`src/rtl/core/ffp_pkg.sv`:
```
`timescale 1ns / 1ps

package ffp_pkg;

	// framing constants
	localparam int FRAGMENT_PAYLOAD = 1352;
	localparam int MAX_DIMENSION    = 1024;
	localparam int HEADER_BYTES     = 48;

	// field widths
	localparam int BYTE_W    = 8;
	localparam int DIM_W     = 11;
	localparam int SEQ_W     = 32;
	localparam int TIME_W    = 64;
	localparam int SESSION_W = 64;
	localparam int COUNT_W   = 12;

	// derived widths
	localparam int MAX_TOTAL  = MAX_DIMENSION * MAX_DIMENSION * 4;
	localparam int TOTAL_W    = $clog2(MAX_TOTAL + 1);
	localparam int NUM_W      = $clog2(MAX_TOTAL + FRAGMENT_PAYLOAD);
	localparam int FILL_W     = $clog2(FRAGMENT_PAYLOAD + 1);
	localparam int PROD_W     = 2 * DIM_W;
	localparam int HDR_CNT_W  = $clog2(HEADER_BYTES + 1);
	localparam int HDR_IDX_W  = $clog2(HEADER_BYTES);

	// reciprocal of the fragment size, exact floor for any NUM_W-bit numerator
	localparam int RECIP_SHIFT = NUM_W + $clog2(FRAGMENT_PAYLOAD);
	localparam longint unsigned RECIP_MUL = ((64'd1 << RECIP_SHIFT) +
		64'(FRAGMENT_PAYLOAD - 1)) / 64'(FRAGMENT_PAYLOAD);
	localparam int RECIP_W     = $clog2(RECIP_MUL + 1);
	localparam int QUOT_W      = NUM_W + RECIP_W;

	// fixed header codes
	localparam logic [31:0] HDR_TAG     = 32'h5556_4631;
	localparam logic [7:0]  HDR_VERSION = 8'd1;
	localparam logic [7:0]  HDR_FORMAT  = 8'd2;

	// one classified request between front and back
	typedef struct packed {
		logic [BYTE_W-1:0]  data;
		logic               hdr;
		logic               eod;
		logic               eof;
		logic [SEQ_W-1:0]   seq;
		logic [TIME_W-1:0]  ctime;
		logic [DIM_W-1:0]   width;
		logic [DIM_W-1:0]   height;
		logic [TOTAL_W-1:0] total;
		logic [COUNT_W-1:0] index;
		logic [COUNT_W-1:0] count;
		logic [TOTAL_W-1:0] offset;
	} ffp_item_t;

	typedef struct packed {
		logic full;
		logic empty;
	} ffp_queue_status_t;

	typedef enum logic [1:0] {
		FS_RUN,
		FS_MUL,
		FS_DIV,
		FS_PUSH
	} ffp_front_state_t;

	typedef logic [0:HEADER_BYTES-1][7:0] ffp_header_t;

	// big-endian header, first byte at index 0
	function automatic ffp_header_t build_header(input logic [SESSION_W-1:0] session,
		input ffp_item_t it);
		build_header = {HDR_TAG, HDR_VERSION, HDR_FORMAT, 16'(HEADER_BYTES), session,
			it.seq, it.ctime, 16'(it.width), 16'(it.height), 32'(it.total),
			16'(it.index), 16'(it.count), 32'(it.offset), 16'(FRAGMENT_PAYLOAD),
			16'h0000};
	endfunction

endpackage

```
`src/rtl/core/ffp_front.sv`:
```
`timescale 1ns / 1ps

module ffp_front import ffp_pkg::*; (
	input  logic                clk,
	input  logic                arst_n,
	input  logic                in_valid,
	output logic                in_stall,
	input  logic [BYTE_W-1:0]   pixel_byte,
	input  logic [SEQ_W-1:0]    seq_number,
	input  logic [TIME_W-1:0]   capture_time,
	input  logic [DIM_W-1:0]    frame_width,
	input  logic [DIM_W-1:0]    frame_height,
	input  ffp_queue_status_t   qstat,
	output logic                push,
	output ffp_item_t           push_item
);

	// zero goes to one, oversize goes to the maximum
	function automatic logic [DIM_W-1:0] clamp_dim(input logic [DIM_W-1:0] v);
		if (v == '0) begin
			clamp_dim = DIM_W'(1);
		end else if (32'(v) > MAX_DIMENSION) begin
			clamp_dim = DIM_W'(MAX_DIMENSION);
		end else begin
			clamp_dim = v;
		end
	endfunction

	ffp_front_state_t    state_q, state_next;
	logic [TOTAL_W-1:0]  pos_q;
	logic [FILL_W-1:0]   fill_q;
	logic [COUNT_W-1:0]  idx_q;
	logic [TOTAL_W-1:0]  off_q;
	logic [TOTAL_W-1:0]  total_q;
	logic [COUNT_W-1:0]  count_q;
	logic [SEQ_W-1:0]    seq_q;
	logic [TIME_W-1:0]   time_q;
	logic [DIM_W-1:0]    width_q;
	logic [DIM_W-1:0]    height_q;
	logic [BYTE_W-1:0]   pend_byte_q;
	logic [NUM_W-1:0]    num_q;

	logic                accept;
	logic                start;
	logic [TOTAL_W-1:0]  new_pos;
	logic [FILL_W-1:0]   new_fill;
	logic                last_frame;
	logic                last_dgram;
	logic [PROD_W-1:0]   prod;
	logic [TOTAL_W-1:0]  total_next;
	logic [QUOT_W-1:0]   quot;
	logic [COUNT_W-1:0]  count_next;

	// input handshake and classification
	assign in_stall = (state_q != FS_RUN) || qstat.full;
	assign accept   = in_valid && !in_stall;
	assign start    = accept && (pos_q == '0);
	assign push     = (accept && (pos_q != '0)) || ((state_q == FS_PUSH) && !qstat.full);

	// frame counters seen by the byte being pushed
	assign new_pos    = pos_q + 1'b1;
	assign new_fill   = fill_q + 1'b1;
	assign last_frame = new_pos >= total_q;
	assign last_dgram = last_frame || (new_fill >= FILL_W'(FRAGMENT_PAYLOAD));

	always_comb begin
		push_item.data   = (state_q == FS_PUSH) ? pend_byte_q : pixel_byte;
		push_item.hdr    = (fill_q == '0);
		push_item.eod    = last_dgram;
		push_item.eof    = last_frame;
		push_item.seq    = seq_q;
		push_item.ctime  = time_q;
		push_item.width  = width_q;
		push_item.height = height_q;
		push_item.total  = total_q;
		push_item.index  = idx_q;
		push_item.count  = count_q;
		push_item.offset = off_q;
	end

	// frame size, then fragment count as a reciprocal multiply of total plus payload-1
	assign prod       = width_q * height_q;
	assign total_next = TOTAL_W'({prod, 2'b00});
	assign quot       = num_q * RECIP_W'(RECIP_MUL);
	assign count_next = COUNT_W'(quot >> RECIP_SHIFT);

	// sequencer for the start of a frame
	always_comb begin
		state_next = state_q;
		unique case (state_q)
			FS_RUN:  if (start) state_next = FS_MUL;
			FS_MUL:  state_next = FS_DIV;
			FS_DIV:  state_next = FS_PUSH;
			FS_PUSH: if (!qstat.full) state_next = FS_RUN;
			default: state_next = FS_RUN;
		endcase
	end

	always_ff @(posedge clk or negedge arst_n) begin
		if (!arst_n) begin
			state_q <= FS_RUN;
		end else begin
			state_q <= state_next;
		end
	end

	// frame state, latched fields and fragment count
	always_ff @(posedge clk or negedge arst_n) begin
		if (!arst_n) begin
			pos_q    <= '0;
			fill_q   <= '0;
			idx_q    <= '0;
			off_q    <= '0;
			total_q  <= '0;
			count_q  <= '0;
			seq_q    <= '0;
			time_q   <= '0;
			width_q  <= '0;
			height_q <= '0;
			num_q    <= '0;
		end else begin
			if (start) begin
				seq_q    <= seq_number;
				time_q   <= capture_time;
				width_q  <= clamp_dim(frame_width);
				height_q <= clamp_dim(frame_height);
			end
			if (state_q == FS_MUL) begin
				total_q <= total_next;
				num_q   <= NUM_W'(total_next) + NUM_W'(FRAGMENT_PAYLOAD - 1);
			end
			if (state_q == FS_DIV) begin
				count_q <= count_next;
			end
			if (push) begin
				if (last_frame) begin
					pos_q  <= '0;
					fill_q <= '0;
					idx_q  <= '0;
					off_q  <= '0;
				end else if (last_dgram) begin
					pos_q  <= new_pos;
					fill_q <= '0;
					idx_q  <= idx_q + 1'b1;
					off_q  <= off_q + TOTAL_W'(FRAGMENT_PAYLOAD);
				end else begin
					pos_q  <= new_pos;
					fill_q <= new_fill;
				end
			end
		end
	end

	// first byte of a frame waits here during the count
	always_ff @(posedge clk) begin
		if (start) begin
			pend_byte_q <= pixel_byte;
		end
	end

endmodule

```
`src/rtl/core/ffp_queue.sv`:
```
`timescale 1ns / 1ps

module ffp_queue import ffp_pkg::*; (
	input  logic              clk,
	input  logic              arst_n,
	input  logic              push,
	input  ffp_item_t         push_item,
	input  logic              pop,
	output ffp_item_t         head,
	output ffp_queue_status_t status
);

	localparam int DEPTH = 2;
	localparam int PTR_W = $clog2(DEPTH);
	localparam int CNT_W = $clog2(DEPTH + 1);

	ffp_item_t        mem_q [DEPTH];
	logic [PTR_W-1:0] wr_ptr_q;
	logic [PTR_W-1:0] rd_ptr_q;
	logic [CNT_W-1:0] cnt_q;

	assign head         = mem_q[rd_ptr_q];
	assign status.full  = (cnt_q == CNT_W'(DEPTH));
	assign status.empty = (cnt_q == '0);

	// pointers and fill level
	always_ff @(posedge clk or negedge arst_n) begin
		if (!arst_n) begin
			wr_ptr_q <= '0;
			rd_ptr_q <= '0;
			cnt_q    <= '0;
		end else begin
			if (push) wr_ptr_q <= wr_ptr_q + 1'b1;
			if (pop) rd_ptr_q <= rd_ptr_q + 1'b1;
			unique case ({push, pop})
				2'b10:   cnt_q <= cnt_q + 1'b1;
				2'b01:   cnt_q <= cnt_q - 1'b1;
				default: cnt_q <= cnt_q;
			endcase
		end
	end

	// entry storage
	always_ff @(posedge clk) begin
		if (push) begin
			mem_q[wr_ptr_q] <= push_item;
		end
	end

endmodule

```
`src/rtl/core/ffp_back.sv`:
```
`timescale 1ns / 1ps

module ffp_back import ffp_pkg::*; (
	input  logic                 clk,
	input  logic                 arst_n,
	input  logic [SESSION_W-1:0] session,
	input  ffp_item_t            head,
	input  ffp_queue_status_t    qstat,
	output logic                 pop,
	output logic                 out_valid,
	input  logic                 out_stall,
	output logic [BYTE_W-1:0]    out_byte,
	output logic                 is_payload,
	output logic                 end_of_datagram,
	output logic                 end_of_frame
);

	logic [HDR_CNT_W-1:0] hcnt_q;
	logic                 out_valid_q;
	logic [BYTE_W-1:0]    out_byte_q;
	logic                 is_payload_q;
	logic                 eod_q;
	logic                 eof_q;

	logic                 load;
	logic                 in_header;
	ffp_header_t          header_vec;
	logic [BYTE_W-1:0]    hdr_byte;

	// one output byte per cycle while the output register has room
	assign load       = !qstat.empty && (!out_valid_q || !out_stall);
	assign in_header  = head.hdr && (hcnt_q != HDR_CNT_W'(HEADER_BYTES));
	assign header_vec = build_header(session, head);
	assign hdr_byte   = in_header ? header_vec[hcnt_q[HDR_IDX_W-1:0]] : '0;
	assign pop        = load && !in_header;

	// header byte counter and output valid
	always_ff @(posedge clk or negedge arst_n) begin
		if (!arst_n) begin
			hcnt_q      <= '0;
			out_valid_q <= 1'b0;
		end else begin
			if (load) begin
				out_valid_q <= 1'b1;
				hcnt_q      <= in_header ? (hcnt_q + 1'b1) : '0;
			end else if (!out_stall) begin
				out_valid_q <= 1'b0;
			end
		end
	end

	// output payload register
	always_ff @(posedge clk) begin
		if (load) begin
			out_byte_q   <= in_header ? hdr_byte : head.data;
			is_payload_q <= !in_header;
			eod_q        <= !in_header && head.eod;
			eof_q        <= !in_header && head.eof;
		end
	end

	assign out_valid       = out_valid_q;
	assign out_byte        = out_byte_q;
	assign is_payload      = is_payload_q;
	assign end_of_datagram = eod_q;
	assign end_of_frame    = eof_q;

endmodule

```
`src/rtl/core/frame_fragment_packetizer_core.sv`:
```
`timescale 1ns / 1ps

// Frame fragment packetizer: raw BGRA bytes go in one per request and come out
// as a byte stream of datagrams, each a 48-byte big-endian header followed by
// up to 1352 payload bytes; is_payload marks the pixel bytes, end_of_datagram
// and end_of_frame mark the last payload byte of a fragment and of the frame.
// The output side moves one byte per cycle while out_stall is low, and every
// fragment start adds 48 header bytes ahead of its payload. The first byte of
// each frame holds the input while the front forms the width times height
// product, then the fragment count by reciprocal multiplication, then hands
// the byte to the queue; other bytes are taken every cycle while the
// two-entry queue in front of the output has room.
// The session id register resets to 1 and is written through the cfg channel,
// which is always ready; write it only while no frame bytes are in flight.
module frame_fragment_packetizer_core import ffp_pkg::*; (
	input  logic                 clk,
	input  logic                 arst_n,
	input  logic                 cfg_valid,
	output logic                 cfg_ready,
	input  logic [SESSION_W-1:0] session_id,
	input  logic                 in_valid,
	output logic                 in_stall,
	input  logic [BYTE_W-1:0]    pixel_byte,
	input  logic [SEQ_W-1:0]     seq_number,
	input  logic [TIME_W-1:0]    capture_time,
	input  logic [DIM_W-1:0]     frame_width,
	input  logic [DIM_W-1:0]     frame_height,
	output logic                 out_valid,
	input  logic                 out_stall,
	output logic [BYTE_W-1:0]    out_byte,
	output logic                 is_payload,
	output logic                 end_of_datagram,
	output logic                 end_of_frame
);

	logic [SESSION_W-1:0] session_q;
	logic                 q_push;
	logic                 q_pop;
	ffp_item_t            q_push_item;
	ffp_item_t            q_head;
	ffp_queue_status_t    q_status;

	// session id register
	assign cfg_ready = 1'b1;

	always_ff @(posedge clk or negedge arst_n) begin
		if (!arst_n) begin
			session_q <= SESSION_W'(1);
		end else if (cfg_valid && cfg_ready) begin
			session_q <= session_id;
		end
	end

	// classification and frame counters
	ffp_front u_front (
		.clk            (clk),
		.arst_n         (arst_n),
		.in_valid       (in_valid),
		.in_stall       (in_stall),
		.pixel_byte     (pixel_byte),
		.seq_number     (seq_number),
		.capture_time   (capture_time),
		.frame_width    (frame_width),
		.frame_height   (frame_height),
		.qstat          (q_status),
		.push           (q_push),
		.push_item      (q_push_item)
	);

	// decoupling queue
	ffp_queue u_queue (
		.clk       (clk),
		.arst_n    (arst_n),
		.push      (q_push),
		.push_item (q_push_item),
		.pop       (q_pop),
		.head      (q_head),
		.status    (q_status)
	);

	// header and payload serializer
	ffp_back u_back (
		.clk             (clk),
		.arst_n          (arst_n),
		.session         (session_q),
		.head            (q_head),
		.qstat           (q_status),
		.pop             (q_pop),
		.out_valid       (out_valid),
		.out_stall       (out_stall),
		.out_byte        (out_byte),
		.is_payload      (is_payload),
		.end_of_datagram (end_of_datagram),
		.end_of_frame    (end_of_frame)
	);

	// checks
	a_flags_only_on_payload: assert property (@(posedge clk) disable iff (!arst_n)
		out_valid && (end_of_datagram || end_of_frame) |-> is_payload)
		else $error("end flag on a header byte");

	a_frame_end_ends_datagram: assert property (@(posedge clk) disable iff (!arst_n)
		out_valid && end_of_frame |-> end_of_datagram)
		else $error("frame end without datagram end");

	a_no_push_when_full: assert property (@(posedge clk) disable iff (!arst_n)
		!(q_push && q_status.full))
		else $error("queue push while full");

	a_no_pop_when_empty: assert property (@(posedge clk) disable iff (!arst_n)
		!(q_pop && q_status.empty))
		else $error("queue pop while empty");

endmodule

```
`config.mk`:
```
export PLATFORM = sky130hd
export DESIGN_NAME = frame_fragment_packetizer_core
export DESIGN_NICKNAME = d
export VERILOG_FILES = /design/src/rtl/core/ffp_pkg.sv /design/src/rtl/core/ffp_front.sv /design/src/rtl/core/ffp_queue.sv /design/src/rtl/core/ffp_back.sv /design/src/rtl/core/frame_fragment_packetizer_core.sv
export SDC_FILE = /design/constraint.sdc
export NUM_CORES = 2
export LEC_CHECK = 0
export BUFFER_PORTS_ARGS = -buffer_cell sky130_fd_sc_hd__buf_4
export CORE_MARGIN = 8
export CORE_UTILIZATION = 49
export CTS_CLUSTER_SIZE = 25
export DETAILED_ROUTE_END_ITERATION = 12
export GPL_TIMING_DRIVEN = 0
export PLACE_DENSITY = 0.66
export SYNTH_ARGS = -nofsm -noshare
export SYNTH_HDL_FRONTEND = slang
export SYNTH_SLANG_ARGS = --single-unit
```
`constraint.sdc`:
```
create_clock -name clk -period 13.5 [get_ports clk]
set_clock_uncertainty 0.05 [all_clocks]
set_input_delay 4.05 -clock clk [delete_from_list [all_inputs] [get_ports clk]]
set_output_delay 4.05 -clock clk [all_outputs]
set_load 0.02 [all_outputs]
```
==> out/metrics.yaml <==
timing:
  final.min_clock_period_ns: 7.33
  final_max_slew_viol_count: 0
  min_period_over_period: 0.543
  tightest_slew_ns: 1.21
  fin_setup_tns_ns: 0
  rsz0062_at_grt: "no"
  final_hold_viol_count: 0
  max_freq_mhz: 136
  slew_headroom: 0.192
  setup_viol: 0
  whs_ns: 0.415
logic_synthesis:
  ys_top_cells_by_area: "edfxtp_1 29%, dfrtp_1 19%, fa_1 12%, ha_1 8.4%, nand2_1 4.9%"
  ys_seq_area_frac: 0.474
  ys_ff_latch: 723
  synth_ff_type: "edfxtp_1"
  synth_cell_types: 81
  async_flop_share: 0.437
  synth_edf_count: 407
  yosysWarningCount: 0
  synth_top_area_cell: "edfxtp_1"
  synth_top_area_frac: 0.288
  netlist_area_um2: 42500
  synth_nets: 4284
  syn_avg_cell_area_um2: 12.0
  synth_cells: 3546
clock_network:
  root_buffer: "clkbuf_16"
  cts_resized: 0
  htree_levels: 3
  clockBufferDepth: 3
  cts.sinks: 723
  numCtsBuffers: 71
  tritoncts: "done"
  post_cts.repair.setup_buffers: 0
  ctsHoldBuffers: 0
  clkTransAtPathRegs_ns: 0.07
  clk_latency_ns: 0.63
floorplanning:
  row_count: 108
  core_area_um2: 86300
  fp.dieW_um: 310
  io-pin-count: 209
  die-area_um2: 96400
  start_util: 0.492
  dieHeight_um: 310
worst_setup_path:
  critical_path_required_ns: 13.96
  worstPathMaxFanout: 5
  crit_buf_inv: 6
  max_stage_delay_ns: 0.56
  end_kind: "flip-flop"
  cpLargestDelayFamily: "adder cells"
  setup.worst_path.class: "flip-flop to flip-flop"
  path_cells: "inv_1 > fa_1 > fa_1 > inv_1 > ha_1 > inv_1 > fa_1 > inv_1 > fa_1 > fa_1 > inv_1 > fa_1 > inv_1 > ha_1 > and4_2 > and3_1 > and3_2 > o21ai_0 > a41oi_2 > a221o_2 > o31ai_4 > nor2_1 > or3_1"
  cp-start-kind: "flip-flop"
  arrival_ns: 7.79
  critical-path-slowest-cell: "dfrtp_1"
layout:
  fillerInstances: 7230
  syn_to_final_growth_pct: 13.2
  fin_area_um2: 48100
  layout-drive-gt1-share: 0.142
  stdcell_count: 5052
  fin_nets: 4575
drt:
  finalWirelength_um: 108000
  antenna_left: 0
  vias_per_cell: 5.47
  avgRoutedWirePerCell_um: 21.4
  drtPass1Iterations: 5
  vias: 27654
  drc: 0
  drt_iter0_drc: 2245
global_route:
  met2_usage: 0.382
  antenna_found_initial: 2
  grt_pass1_wl_um: 169000
  grt_max_degree: 112
  top_usage_layer: "met2"
  grt_overflow: 0
  grt_use_met1: 0.303
  gr-usage-met3: 0.0320
  grt_pass1_vias: 28497
  gr-usage-all-layers: 0.228
outcome:
  status: "complete, no violations"
min_path:
  min_path_type: "flip-flop to flip-flop"
place:
  io_buffers: 206
  detailed_place_hpwl_um: 82800
  place_inst: 4919
  dpl_cell_area_um2: 45800
  gp_congestion: 0.908
run:
  drv_cap: 0
==> cell usage in the layout, fill, tap and decap left out, types with 85 or more instances in the layout <==
master / count
o21ai_0: 116
ha_1: 284
mux2_2: 85
edfxtp_1: 407
inv_1: 452
fa_1: 259
dfrtp_1: 315
clkbuf_1: 124
nand2_1: 558
buf_4: 213
nor2_1: 104
a21oi_1: 98
mux4_2: 90
==> kinds of logic after synthesis <==
logic type,Yosys count,synth area share
AND/OR/NAND/NOR,905,0.0947
flip-flops,723,0.474
multiplexers,233,0.0839
other,1,0.0000882
XOR/XNOR,107,0.0221
adder cells (fa/ha/maj),545,0.206
AO/OA/AOI/OAI,430,0.0652
buffers and inverters,602,0.0543
==> area by class of cell <==
class / count / area (µm²) / area share
flip-flops and latches: 723 / 20100 / 0.418
multi-input cells: 2221 / 20100 / 0.417
clock buffers: 88 / 1920 / 0.0400
repair buffers: 218 / 1840 / 0.0382
inverters: 457 / 1720 / 0.0356
well taps: 1155 / 1450 / 0.0300
plain buffers: 145 / 592 / 0.0123
clock inverters: 44 / 408 / 0.00848
diodes: 1 / 2.50 / 0.0000520
==> sequential cells by signal, indices dropped and copies added (netlist names), 2 cells and up <==
register and count:
session_q 64, u_back.hcnt_q 6, u_back.out_byte 8, u_front.count_q 12, u_front.fill_q 11, u_front.height_q 11, u_front.idx_q 12, u_front.num_q 22
u_front.off_q 20, u_front.pend_byte_q 8, u_front.pos_q 23, u_front.seq_q 32, u_front.state_q 2, u_front.time_q 64, u_front.total_q 21, u_front.width_q 11
u_queue.cnt_q 2, u_queue.mem_q 388
==> metrics by stage <==
step	utilization	setup WS, ns
final	0.557	6.17
after global routing	0.557	5.77
after CTS	0.557	6.10
after detailed placement	0.530	6.14
after global placement	0.527	-0.624
after floorplan	-	3.19
==> final timing paths <==
kind,from,to,slack (ns),depth (start not counted)
max reg2reg,u_front.num_q[16],u_front.count_q[10],6.17,23
min in group asynchronous,arst_n,u_front.time_q[44],3.25,1
max in group asynchronous,arst_n,u_front.pos_q[4],8.92,3
min reg2reg,u_front.time_q[54],u_queue.mem_q[0][144],0.42,0
max,u_front.num_q[16],u_front.count_q[10],6.17,23
min,u_front.time_q[54],u_queue.mem_q[0][144],0.42,0
==> metal layers <==
| metal | vias up | wire length, µm | part of all wire |
|---|---|---|---|
| met2 | 884 | 52500 | 0.49 |
| met5 | - | 7 | 0.000065 |
| met3 | 188 | 6740 | 0.062 |
| met4 | 2 | 4060 | 0.037 |
| li1 | 12729 | - | - |
| met1 | 13851 | 44900 | 0.41 |
==> cells in the mapped netlist, types with 11 or more instances <==
cell,number
o2111ai_1,13
xnor2_1,57
a21o_1,27
nor3_1,20
mux4_2,90
buf_1,11
nor2_1,105
o21ai_0,116
o21a_1,11
nand3b_1,16
a21oi_1,98
inv_1,452
dfrtp_1,315
o31ai_1,13
nand4_1,14
nand3_1,32
mux2_2,85
nand2_1,558
and3_1,22
edfxtp_1,407
fa_1,259
o22ai_1,23
and2_1,76
o211ai_1,25
xor2_1,50
mux2i_1,58
clkbuf_1,113
ha_1,284
nor4_1,13
a31oi_1,18
buf_2,13
Power is not shown: default switching activity piles up to over one toggle a cycle in this logic, so the estimate is an artifact.
